[src/rtl/uleb_pkg.sv]
// Shared types, constants and ring-pointer helpers for the line edit buffer.
// No dependencies; imported by every module of the block.
package uleb_pkg;

    localparam int RX_DEPTH = 64;
    localparam int TX_DEPTH = 64;
    localparam int RX_AW = $clog2(RX_DEPTH);
    localparam int RX_CW = $clog2(RX_DEPTH + 1);
    localparam int TX_AW = $clog2(TX_DEPTH);
    localparam int TX_CW = $clog2(TX_DEPTH + 1);
    localparam int LINE_W = 7;
    localparam int LEN_W = 6;
    localparam int CFG_IDX_W = 2;

    localparam logic [LINE_W-1:0] LINE_MAX = 7'd127;
    localparam logic [RX_CW-1:0] RX_FULL = RX_CW'(RX_DEPTH);
    localparam logic [TX_CW-1:0] TX_FULL = TX_CW'(TX_DEPTH);

    // item kinds
    localparam logic [2:0] KIND_RX = 3'd0;
    localparam logic [2:0] KIND_TX_TICK = 3'd1;
    localparam logic [2:0] KIND_PUT = 3'd2;
    localparam logic [2:0] KIND_GET_LINE = 3'd3;
    localparam logic [2:0] KIND_CLEAR = 3'd4;

    // result codes
    localparam logic [2:0] CODE_ACK = 3'd0;
    localparam logic [2:0] CODE_TX_BYTE = 3'd1;
    localparam logic [2:0] CODE_LINE_BYTE = 3'd2;
    localparam logic [2:0] CODE_LINE_END = 3'd3;
    localparam logic [2:0] CODE_NO_LINE = 3'd4;

    // config register indexes
    localparam logic [CFG_IDX_W-1:0] CFG_DELIMITER = 2'd0;
    localparam logic [CFG_IDX_W-1:0] CFG_BACKSPACE = 2'd1;

    typedef struct packed {
        logic [2:0] kind;
        logic [7:0] data_byte;
    } in_item_t;

    typedef struct packed {
        logic [2:0]       code;
        logic [7:0]       out_byte;
        logic             accepted;
        logic [LEN_W-1:0] line_length;
        logic             last;
    } out_item_t;

    typedef struct packed {
        logic load_item;
        logic do_single;
        logic scan_start;
        logic scan_step;
        logic scan_miss;
        logic emit_start;
        logic emit_byte;
        logic emit_end;
        logic sel_scan;
    } cmd_t;

    typedef struct packed {
        logic       out_free;
        logic [2:0] kind;
        logic       no_line;
        logic       scan_done;
        logic       delim_hit;
        logic       emit_done;
    } status_t;

    function automatic logic [RX_AW-1:0] rx_inc(input logic [RX_AW-1:0] p);
        return (p == RX_AW'(RX_DEPTH - 1)) ? '0 : p + 1'b1;
    endfunction

    function automatic logic [RX_AW-1:0] rx_dec(input logic [RX_AW-1:0] p);
        return (p == '0) ? RX_AW'(RX_DEPTH - 1) : p - 1'b1;
    endfunction

    function automatic logic [TX_AW-1:0] tx_inc(input logic [TX_AW-1:0] p);
        return (p == TX_AW'(TX_DEPTH - 1)) ? '0 : p + 1'b1;
    endfunction

endpackage

[src/rtl/uleb_ctrl.sv]
// Sequencer for the line edit buffer: steps each word through execute,
// line scan and line emit. Depends on uleb_pkg.
module uleb_ctrl
    import uleb_pkg::*;
(
    input  logic    aclk,
    input  logic    aresetn,
    input  logic    s_valid,
    output logic    s_ready,
    input  status_t status,
    output cmd_t    cmd
);

    localparam logic [2:0] ST_IDLE = 3'd0;
    localparam logic [2:0] ST_EXEC = 3'd1;
    localparam logic [2:0] ST_SCAN = 3'd2;
    localparam logic [2:0] ST_SCMP = 3'd3;
    localparam logic [2:0] ST_ERD = 3'd4;
    localparam logic [2:0] ST_EWR = 3'd5;

    logic [2:0] state_reg, state_next;

    always_comb begin
        state_next = state_reg;
        cmd = '0;
        s_ready = 1'b0;
        unique case (state_reg)
            ST_IDLE: begin
                s_ready = 1'b1;
                if (s_valid) begin
                    cmd.load_item = 1'b1;
                    state_next = ST_EXEC;
                end
            end
            ST_EXEC: begin
                if (status.out_free) begin
                    if (status.kind == KIND_GET_LINE && !status.no_line) begin
                        cmd.scan_start = 1'b1;
                        state_next = ST_SCAN;
                    end else begin
                        cmd.do_single = 1'b1;
                        state_next = ST_IDLE;
                    end
                end
            end
            ST_SCAN: begin
                cmd.sel_scan = 1'b1;
                if (status.scan_done) begin
                    if (status.out_free) begin
                        cmd.scan_miss = 1'b1;
                        state_next = ST_IDLE;
                    end
                end else begin
                    state_next = ST_SCMP;
                end
            end
            ST_SCMP: begin
                cmd.sel_scan = 1'b1;
                if (status.delim_hit) begin
                    cmd.emit_start = 1'b1;
                    state_next = ST_ERD;
                end else begin
                    cmd.scan_step = 1'b1;
                    state_next = ST_SCAN;
                end
            end
            ST_ERD: begin
                if (status.emit_done) begin
                    if (status.out_free) begin
                        cmd.emit_end = 1'b1;
                        state_next = ST_IDLE;
                    end
                end else begin
                    state_next = ST_EWR;
                end
            end
            ST_EWR: begin
                if (status.out_free) begin
                    cmd.emit_byte = 1'b1;
                    state_next = ST_ERD;
                end
            end
            default: begin
                state_next = ST_IDLE;
            end
        endcase
    end

    always_ff @(posedge aclk) begin
        if (!aresetn) begin
            state_reg <= ST_IDLE;
        end else begin
            state_reg <= state_next;
        end
    end

endmodule

[src/rtl/uleb_dp.sv]
// Datapath of the line edit buffer: receive and transmit rings, pointers,
// line counter, config registers and the result register. Depends on uleb_pkg.
module uleb_dp
    import uleb_pkg::*;
(
    input  logic                 aclk,
    input  logic                 aresetn,
    input  in_item_t             s_data,
    input  logic                 cfg_wr,
    input  logic [CFG_IDX_W-1:0] cfg_index,
    input  logic [7:0]           cfg_data,
    input  cmd_t                 cmd,
    output status_t              status,
    output logic                 m_valid,
    input  logic                 m_ready,
    output out_item_t            m_data
);

    logic [7:0] rx_mem [RX_DEPTH];
    logic [7:0] tx_mem [TX_DEPTH];

    logic [7:0]        delim_reg, delim_next;
    logic [7:0]        bs_reg, bs_next;
    in_item_t          item_reg;
    logic [RX_AW-1:0]  rx_wp_reg, rx_wp_next;
    logic [RX_AW-1:0]  rx_rp_reg, rx_rp_next;
    logic [RX_CW-1:0]  rx_fill_reg, rx_fill_next;
    logic [LINE_W-1:0] line_cnt_reg, line_cnt_next;
    logic [TX_AW-1:0]  tx_wp_reg, tx_wp_next;
    logic [TX_AW-1:0]  tx_rp_reg, tx_rp_next;
    logic [TX_CW-1:0]  tx_fill_reg, tx_fill_next;
    logic [RX_AW-1:0]  scan_pos_reg, scan_pos_next;
    logic [RX_CW-1:0]  scan_cnt_reg, scan_cnt_next;
    logic [RX_CW-1:0]  emit_cnt_reg, emit_cnt_next;
    logic              m_valid_reg, m_valid_next;
    out_item_t         m_data_reg, m_data_next;
    logic [7:0]        rx_rd_reg, tx_rd_reg;

    logic             rx_we, tx_we;
    logic [RX_AW-1:0] rx_raddr;
    logic             out_free, tx_has_room;

    assign out_free = !m_valid_reg || m_ready;
    assign tx_has_room = tx_fill_reg != TX_FULL;
    assign rx_raddr = cmd.sel_scan ? scan_pos_reg : rx_rp_reg;

    assign status.out_free = out_free;
    assign status.kind = item_reg.kind;
    assign status.no_line = line_cnt_reg == '0;
    assign status.scan_done = scan_cnt_reg == rx_fill_reg;
    assign status.delim_hit = rx_rd_reg == delim_reg;
    assign status.emit_done = emit_cnt_reg == scan_cnt_reg;

    always_comb begin
        delim_next = delim_reg;
        bs_next = bs_reg;
        rx_wp_next = rx_wp_reg;
        rx_rp_next = rx_rp_reg;
        rx_fill_next = rx_fill_reg;
        line_cnt_next = line_cnt_reg;
        tx_wp_next = tx_wp_reg;
        tx_rp_next = tx_rp_reg;
        tx_fill_next = tx_fill_reg;
        scan_pos_next = scan_pos_reg;
        scan_cnt_next = scan_cnt_reg;
        emit_cnt_next = emit_cnt_reg;
        m_valid_next = m_valid_reg && !m_ready;
        m_data_next = m_data_reg;
        rx_we = 1'b0;
        tx_we = 1'b0;

        if (cfg_wr) begin
            if (cfg_index == CFG_DELIMITER) begin
                delim_next = cfg_data;
            end else if (cfg_index == CFG_BACKSPACE) begin
                bs_next = cfg_data;
            end
        end

        if (cmd.do_single) begin
            m_valid_next = 1'b1;
            m_data_next = '0;
            m_data_next.code = CODE_ACK;
            m_data_next.last = 1'b1;
            case (item_reg.kind)
                KIND_RX: begin
                    if (rx_fill_reg != RX_FULL) begin
                        m_data_next.accepted = 1'b1;
                        // echo first, dropped when tx ring is full
                        if (tx_has_room) begin
                            tx_we = 1'b1;
                            tx_wp_next = tx_inc(tx_wp_reg);
                            tx_fill_next = tx_fill_reg + 1'b1;
                        end
                        if (item_reg.data_byte == bs_reg) begin
                            if (rx_fill_reg != '0) begin
                                rx_fill_next = rx_fill_reg - 1'b1;
                                rx_wp_next = rx_dec(rx_wp_reg);
                            end
                        end else begin
                            rx_we = 1'b1;
                            rx_wp_next = rx_inc(rx_wp_reg);
                            rx_fill_next = rx_fill_reg + 1'b1;
                            if (item_reg.data_byte == delim_reg && line_cnt_reg != LINE_MAX) begin
                                line_cnt_next = line_cnt_reg + 1'b1;
                            end
                        end
                    end
                end
                KIND_TX_TICK: begin
                    if (tx_fill_reg != '0) begin
                        m_data_next.code = CODE_TX_BYTE;
                        m_data_next.out_byte = tx_rd_reg;
                        tx_rp_next = tx_inc(tx_rp_reg);
                        tx_fill_next = tx_fill_reg - 1'b1;
                    end
                end
                KIND_PUT: begin
                    if (tx_has_room) begin
                        m_data_next.accepted = 1'b1;
                        tx_we = 1'b1;
                        tx_wp_next = tx_inc(tx_wp_reg);
                        tx_fill_next = tx_fill_reg + 1'b1;
                    end
                end
                KIND_GET_LINE: begin
                    // only reached with no complete line pending
                    m_data_next.code = CODE_NO_LINE;
                end
                KIND_CLEAR: begin
                    m_data_next.accepted = 1'b1;
                    rx_wp_next = '0;
                    rx_rp_next = '0;
                    rx_fill_next = '0;
                    line_cnt_next = '0;
                end
                default: begin
                end
            endcase
        end

        if (cmd.scan_start) begin
            scan_pos_next = rx_rp_reg;
            scan_cnt_next = '0;
        end

        if (cmd.scan_step) begin
            scan_pos_next = rx_inc(scan_pos_reg);
            scan_cnt_next = scan_cnt_reg + 1'b1;
        end

        // stale line count: drop all stored bytes, keep the count
        if (cmd.scan_miss) begin
            rx_rp_next = rx_wp_reg;
            rx_fill_next = '0;
            m_valid_next = 1'b1;
            m_data_next = '0;
            m_data_next.code = CODE_NO_LINE;
            m_data_next.last = 1'b1;
        end

        if (cmd.emit_start) begin
            emit_cnt_next = '0;
        end

        if (cmd.emit_byte) begin
            rx_rp_next = rx_inc(rx_rp_reg);
            emit_cnt_next = emit_cnt_reg + 1'b1;
            m_valid_next = 1'b1;
            m_data_next = '0;
            m_data_next.code = CODE_LINE_BYTE;
            m_data_next.out_byte = rx_rd_reg;
        end

        // skip the delimiter itself
        if (cmd.emit_end) begin
            rx_rp_next = rx_inc(rx_rp_reg);
            rx_fill_next = rx_fill_reg - scan_cnt_reg - 1'b1;
            line_cnt_next = line_cnt_reg - 1'b1;
            m_valid_next = 1'b1;
            m_data_next = '0;
            m_data_next.code = CODE_LINE_END;
            m_data_next.line_length = LEN_W'(scan_cnt_reg);
            m_data_next.last = 1'b1;
        end
    end

    always_ff @(posedge aclk) begin
        if (!aresetn) begin
            delim_reg <= 8'd13;
            bs_reg <= 8'd8;
            rx_wp_reg <= '0;
            rx_rp_reg <= '0;
            rx_fill_reg <= '0;
            line_cnt_reg <= '0;
            tx_wp_reg <= '0;
            tx_rp_reg <= '0;
            tx_fill_reg <= '0;
            m_valid_reg <= 1'b0;
        end else begin
            delim_reg <= delim_next;
            bs_reg <= bs_next;
            rx_wp_reg <= rx_wp_next;
            rx_rp_reg <= rx_rp_next;
            rx_fill_reg <= rx_fill_next;
            line_cnt_reg <= line_cnt_next;
            tx_wp_reg <= tx_wp_next;
            tx_rp_reg <= tx_rp_next;
            tx_fill_reg <= tx_fill_next;
            m_valid_reg <= m_valid_next;
        end
    end

    always_ff @(posedge aclk) begin
        if (cmd.load_item) begin
            item_reg <= s_data;
        end
        scan_pos_reg <= scan_pos_next;
        scan_cnt_reg <= scan_cnt_next;
        emit_cnt_reg <= emit_cnt_next;
        m_data_reg <= m_data_next;
    end

    // ring memories, registered read
    always_ff @(posedge aclk) begin
        if (rx_we) begin
            rx_mem[rx_wp_reg] <= item_reg.data_byte;
        end
        rx_rd_reg <= rx_mem[rx_raddr];
    end

    always_ff @(posedge aclk) begin
        if (tx_we) begin
            tx_mem[tx_wp_reg] <= item_reg.data_byte;
        end
        tx_rd_reg <= tx_mem[tx_rp_reg];
    end

    assign m_valid = m_valid_reg;
    assign m_data = m_data_reg;

    a_rx_fill_bound: assert property (@(posedge aclk) disable iff (!aresetn)
        rx_fill_reg <= RX_FULL)
        else $error("rx fill count exceeds ring depth");

    a_tx_fill_bound: assert property (@(posedge aclk) disable iff (!aresetn)
        tx_fill_reg <= TX_FULL)
        else $error("tx fill count exceeds ring depth");

    a_emit_in_line: assert property (@(posedge aclk) disable iff (!aresetn)
        cmd.emit_byte |-> (emit_cnt_reg < scan_cnt_reg && line_cnt_reg != '0))
        else $error("line byte emitted beyond scanned line");

    a_load_when_free: assert property (@(posedge aclk) disable iff (!aresetn)
        (cmd.do_single || cmd.scan_miss || cmd.emit_byte || cmd.emit_end) |-> out_free)
        else $error("result register overwritten while still held");

endmodule

[src/rtl/uart_line_edit_buffer.sv]
// Top level of the UART line edit buffer: joins sequencer and datapath.
// Depends on uleb_pkg, uleb_ctrl, uleb_dp.
//
//  channel   handshake             payload
//  s_        s_valid / s_ready     s_data    (in_item_t: kind, data_byte)
//  m_        m_valid / m_ready     m_data    (out_item_t: code, out_byte, ...)
//  cfg_      cfg_valid / cfg_ready cfg_index, cfg_data (always ready)
//
// A single-result word is accepted, then executed into the result register once that is free.
// get_line is accepted and decoded, scans the receive ring up to and including the delimiter,
// emits each line byte and then the end word; each scanned byte passes SCAN then SCMP, each emitted
// byte ERD then EWR, since the receive ring has a single read port with registered data.
// A stale line count scans every stored byte before its no_line word.
// Reset is synchronous; the rings need no clearing pass, pointers and counts clear at once.
// A low m_ready holds the sequencer at its next result; s_ready is high only when idle.
module uart_line_edit_buffer
    import uleb_pkg::*;
(
    input  logic                 aclk,
    input  logic                 aresetn,
    input  logic                 s_valid,
    output logic                 s_ready,
    input  in_item_t             s_data,
    output logic                 m_valid,
    input  logic                 m_ready,
    output out_item_t            m_data,
    input  logic                 cfg_valid,
    output logic                 cfg_ready,
    input  logic [CFG_IDX_W-1:0] cfg_index,
    input  logic [7:0]           cfg_data
);

    cmd_t    cmd;
    status_t status;

    assign cfg_ready = 1'b1;

    uleb_ctrl u_ctrl (
        .aclk    (aclk),
        .aresetn (aresetn),
        .s_valid (s_valid),
        .s_ready (s_ready),
        .status  (status),
        .cmd     (cmd)
    );

    uleb_dp u_dp (
        .aclk      (aclk),
        .aresetn   (aresetn),
        .s_data    (s_data),
        .cfg_wr    (cfg_valid && cfg_ready),
        .cfg_index (cfg_index),
        .cfg_data  (cfg_data),
        .cmd       (cmd),
        .status    (status),
        .m_valid   (m_valid),
        .m_ready   (m_ready),
        .m_data    (m_data)
    );

endmodule

[config.mk]
export PLATFORM = sky130hd
export DESIGN_NAME = uart_line_edit_buffer
export DESIGN_NICKNAME = d
export VERILOG_FILES = /design/src/rtl/uleb_pkg.sv /design/src/rtl/uleb_ctrl.sv /design/src/rtl/uleb_dp.sv /design/src/rtl/uart_line_edit_buffer.sv
export SDC_FILE = /design/constraint.sdc
export NUM_CORES = 2
export LEC_CHECK = 0
export BUFFER_PORTS_ARGS = -buffer_cell sky130_fd_sc_hd__clkbuf_2
export CAP_MARGIN = 25
export CORE_MARGIN = 1
export CORE_UTILIZATION = 45
export CTS_CLUSTER_DIAMETER = 30
export CTS_CLUSTER_SIZE = 24
export DETAILED_ROUTE_END_ITERATION = 7
export REMOVE_ABC_BUFFERS = 1
export SLEW_MARGIN = 20
export SYNTH_ARGS = -nofsm -noshare
export SYNTH_HDL_FRONTEND = slang
export SYNTH_HIERARCHICAL = 1
export SYNTH_SLANG_ARGS = --single-unit
[constraint.sdc]
create_clock -name aclk -period 5.4 [get_ports aclk]
set_input_delay 0.54 -clock aclk [delete_from_list [all_inputs] [get_ports aclk]]
set_output_delay 0.54 -clock aclk [all_outputs]
set_load 0.1 [all_outputs]
* Word level (Yosys, flattened, before mapping) *
Memory sizes are Yosys's and may differ from the RTL's. A register that Yosys moved wholly into a read port is not among the register bits.
Index checks and enable logic that the tools add are counted.

operators by class
  $add $sub $neg = 16
  multiply operators = 0
  div/mod/pow operators = 0
  $lt $le $gt $ge = 0
  eq/ne operators = 34
  shifts and indexed selects = 0
  multiplexer cells = 94
  bitwise operators = 1
  reductions and logical operators = 40

operators with widths
  cell                                                  number
  two-way mux 7 bit                                     19
  two-way mux 6 bit                                     19
  two-way mux 19 bit                                    2
  adder 7 x 1 -> 7 bit (second input constant)          5
  two-way mux 1 bit                                     32
  adder 6 x 1 -> 6 bit (second input constant)          5
  equality test 6 bit (second input constant)           5
  case mux 7 bit (2 select lines)                       2
  subtractor 7 x 1 -> 7 bit (second input constant)     4
  equality test 8 bit                                   3
  case mux 6 bit (2 select lines)                       2
  two-way mux 3 bit                                     7
  != test 7 bit (second input constant)                 3
  case mux 7 bit (3 select lines)                       1
  case mux 3 bit (6 select lines)                       1
  two-way mux 17 bit                                    1
  equality test 7 bit                                   2
  nonzero test 7 bit                                    2
  equality test 3 x 2 -> 1 bit (second input constant)  4
  AND reduction 3 bit                                   4
  AND reduction 4 bit                                   3
  nonzero test 2 bit                                    6
  nonzero test 3 bit                                    4
  nonzero test 4 bit                                    3
  29 further kinds                                      46

storage, ports and cells
  register bits = 115
  latch bits = 0
  RAM bits = 1024
  memory bits (read-only) = 0
  input bits = 26
  logic and storage cells = 209
  memories kept = 2

memory list
  name         words  bits a word  read ports  clocked after memory_dff  write ports  RTL line       source
  u_dp.rx_mem  64     8            1           1                         1            uleb_dp.sv:19  logic [7:0] rx_mem [RX_DEPTH];
  u_dp.tx_mem  64     8            1           1                         1            uleb_dp.sv:20  logic [7:0] tx_mem [TX_DEPTH];

* Longest topological paths before layout *
  depth in word-level cells = 10
  depth in mapped cells = 14
  mapped depth without buffers = 12

* Modules after synthesis *
Netlist, hierarchy kept.

by module, submodules not included
  module                 instances  cells each  area an instance (µm²)
  uleb_dp                1          3544        50155.6
  uleb_ctrl              1          39          279.0
  uart_line_edit_buffer  1          2           11.3

* Worst setup path before layout *
Ideal clock, no wire load.

  kind = flip-flop to flip-flop
  start point = reg u_dp/item_reg[4] (netlist bit)
  end point = reg u_dp.rx_fill_reg[6]
  setup time = 0.070 ns
  arrival = 4.213 ns
  required time = 5.330 ns
  setup slack = 1.117 ns
  cell stages (with the launch flop) = 13
  buffers on the path = 1
  cell sequence = edfxtp_1 -> xnor2_1 -> nand4_1 -> nor2_2 -> clkbuf_1 -> ha_1 -> a21o_1 -> a21oi_1 -> o21bai_1 -> a21oi_1 -> xnor2_1 -> a2bb2oi_1 -> a21oi_1

on the way
  longest elaborated chain between the ends = 7
  elaborated cells on any way between the ends = 9
  classes of those cells = eq/ne: 2; mux: 6; reduce/logical: 1

ends and longest elaborated chain
  element                          RTL line        source
  from (decl)                      uleb_dp.sv:24   in_item_t item_reg;
  from (signal assigned)           uleb_dp.sv:216  item_reg <= s_data;
  equality test 8 bit *            uleb_dp.sv:95   if (item_reg.data_byte == bs_reg) begin
  two-way mux 7 bit                uleb_dp.sv:95
  two-way mux 7 bit                uleb_dp.sv:87   if (rx_fill_reg != RX_FULL) begin
  case mux 7 bit (2 select lines)  uleb_dp.sv:85   case (item_reg.kind)
  two-way mux 7 bit                uleb_dp.sv:80   if (cmd.do_single) begin
  two-way mux 7 bit                uleb_dp.sv:153  if (cmd.scan_miss) begin
  two-way mux 7 bit                uleb_dp.sv:176  if (cmd.emit_end) begin
  to (signal assigned)             uleb_dp.sv:205  rx_fill_reg <= rx_fill_next;
  to (decl)                        uleb_dp.sv:27   logic [RX_CW-1:0] rx_fill_reg, rx_fill_next;

Every way passes the cells marked *; elsewhere a longest branch is shown, timed or not. The select of a mux whose other input is x is not followed.
A chain may end at the register's enable or synchronous reset.

==> results.yml <==
run_status:
  status: "finished, final reports clean"
yosys:
  ys_types: 82
  yosys_warnings: 6
  syn_inst: 3585
  seq_area_frac_synth_pct: 66.9
  synth_edf_count: 1061
  synth_seq_cells: 1155
  synthesis.area_sq_um: 50400
  syn_avg_cell_area_sq_um: 14.1
  ys.flop_type: "edfxtp_1"
  async_flop_share_pct: 0
final_layout:
  stdcell_count: 5414
  drive_above_1_share_pct: 18.1
  antennaDiodeCount: 0
  layout_commonest_cell: "edfxtp_1"
  area_growth_syn_to_layout_pct: 20.0
  area.sequential_sq_um: 33800
  multi_input_area_sq_um: 15500
  n_fill_cell: 8845
  layout.nets: 3783
  most-common-layout-cells: "1,061 x edfxtp_1, 399 x a21oi_1, 339 x nand2b_1"
clock_tree:
  clockBufferDepth: 3
  cts.sinks: 1155
  numCtsBuffers: 229
  cts_tree: "yes"
  path_clk_slew_ns: 0.05
  root_buffer: "clkbuf_16"
  htreeDepth: 4
  insertion_delay_ns: 0.80
sta:
  skew_ns: 0.0816
  rsz0062_at_grt: "false"
  slew_viol_final: 0
  finalCritPeriodShare_pct: 80.5
  hold_viol: 0
  setup_violations: 0
  maxSlewHeadroom_pct: 29.3
  fmax_ghz: 0.230
  post-route-min-period_ns: 4.35
  tightest_slew_ns: 1.06
place:
  portBuffers: 46
  finalWeightedCongestion: 0.831
  placed_cells: 4961
  hpwl_um: 80400
worst_setup_path:
  required_ns: 5.80
  critPathKind: "flop to flop"
  cp_max_fo: 8
  worstPathArrival_ns: 4.75
  start_kind: "flop"
  endpoint_kind: "flop"
detailed_routing:
  viasPerCell: 5.91
  drcViolationCount: 0
  ant_nets: 0
  drtIter0Drc: 3066
  first_pass_iters: 6
  routed_wl_um: 136000
  vias: 32000
  wl_per_cell_um: 25.1
power:
  p_leak_nw: 19.9
  ir_worst_vdd_uv: 319
  p_total_mw: 25.0
  power.density_nw_per_um2: 413
die:
  die_x_um: 337
  ios: 48
  dieArea_sq_um: 113000
  placement_rows: 122
  die_h_um: 337
  core_area_sq_um: 111000
  initial_core_util_pct: 45.5
global_routing:
  gr-total-overflow: 0
  grt_usage_pct: 24.0
  first_global_vias: 31400
  antenna_found_initial: 0
  grt_max_degree: 147
  grt_pass1_wl_um: 202000
min_path:
  hold_path.class: "primary input to flop"
run:
  drv_cap: 0
[worst paths after layout]
kind | endpoint | slack, ns | start | depth (start not counted)
max | u_dp/rx_mem[36][3] | 1.05 | u_dp/line_cnt_reg[2] | 10
min | u_dp/delim_reg[3] | 0.20 | aresetn | 3
max reg2reg | u_dp/rx_mem[36][3] | 1.05 | u_dp/line_cnt_reg[2] | 10
min reg2reg | u_dp/m_data[17] | 0.46 | u_dp/m_data[17] | 2
[layout make-up]
cell class | instances | share of cell area, %
Sequential cell | 1155 | 55.7
Multi-Input combinational cell | 2159 | 25.7
Clock buffer | 265 | 9.94
Clock inverter | 166 | 3.50
Tap cell | 1488 | 3.07
Timing Repair Buffer | 139 | 1.82
Inverter | 42 | 0.262
[routing by layer]
metal / global-route usage, % / routed length [um] / vias to the layer above
met5: 0 / 0 / -
li1: - / - / 14200
met3: 4.84 / 9930 / 224
met1: 32.4 / 57100 / 16300
met4: 9.69 / 4540 / 0
met2: 38.2 / 64400 / 1294
[cell usage after synthesis, types with 48 or more instances]
library cell | n | area (sq um)
edfxtp_1 | 1061 | 31900
a21oi_1 | 399 | 2000
nand2b_1 | 340 | 2130
nor2_1 | 267 | 1000
mux4_2 | 160 | 3600
o22ai_1 | 140 | 876
clkbuf_1 | 120 | 450
a22oi_1 | 119 | 893
nand2_1 | 118 | 443
o21ai_0 | 109 | 546
dfxtp_1 | 94 | 1880
buf_2 | 70 | 350
nor2b_1 | 69 | 432
xnor2_1 | 48 | 420
[logic make-up after synthesis]
logic type	share of synthesized area, %
AO/OA/AOI/OAI	10.7
XOR/XNOR	1.23
adder cells (fa/ha/maj)	0.814
buffers and inverters	2.41
flip-flops	66.9
multiplexers	7.78
other	0.00743
AND/OR/NAND/NOR	10.2
[stage by stage]
stage | instance area (sq um) | setup TNS [ns] | hold slack [ns] | setup WS, ns | utilization [%]
after floorplan | 49400 | -20.15 | 0.464 | -1.48 | -
after global routing | 60600 | 0 | 0.160 | 0.898 | 54.6
after CTS | 60500 | 0 | 0.137 | 0.723 | 54.5
after detailed placement | 52200 | 0 | 0.442 | 0.855 | 47.0
final | 60600 | 0 | 0.196 | 1.05 | 54.6
after global placement | 52100 | 0 | 0.437 | 0.867 | 47.0
[critical path, cell delays in order, from the launching register on]
cell and delay, ns:
dfxtp_1 0.37, nor2_1 0.28, and4b_1 0.25, nor4bb_1 0.08, nor3_1 0.20, buf_4 0.19
nand2b_1 0.10, nor4_1 0.85, and2_1 0.30, nand2_1 0.48, nor2_1 0.84
[what timing repair did]
item                      CTS  global route
resized for setup           0             0
hold endpoints to repair   23             0
hold buffers               19             0
setup buffers               0             0
[where the power goes]
group / switching (mW) / internal [mW] / leakage (nW)
clock network: 4.90 / 9.64 / 3.90
logic: 0.436 / 0.137 / 5.67
registers: 0.0400 / 9.85 / 10.4
total: 5.38 / 19.6 / 19.9
(Power assumes the default switching activity.)
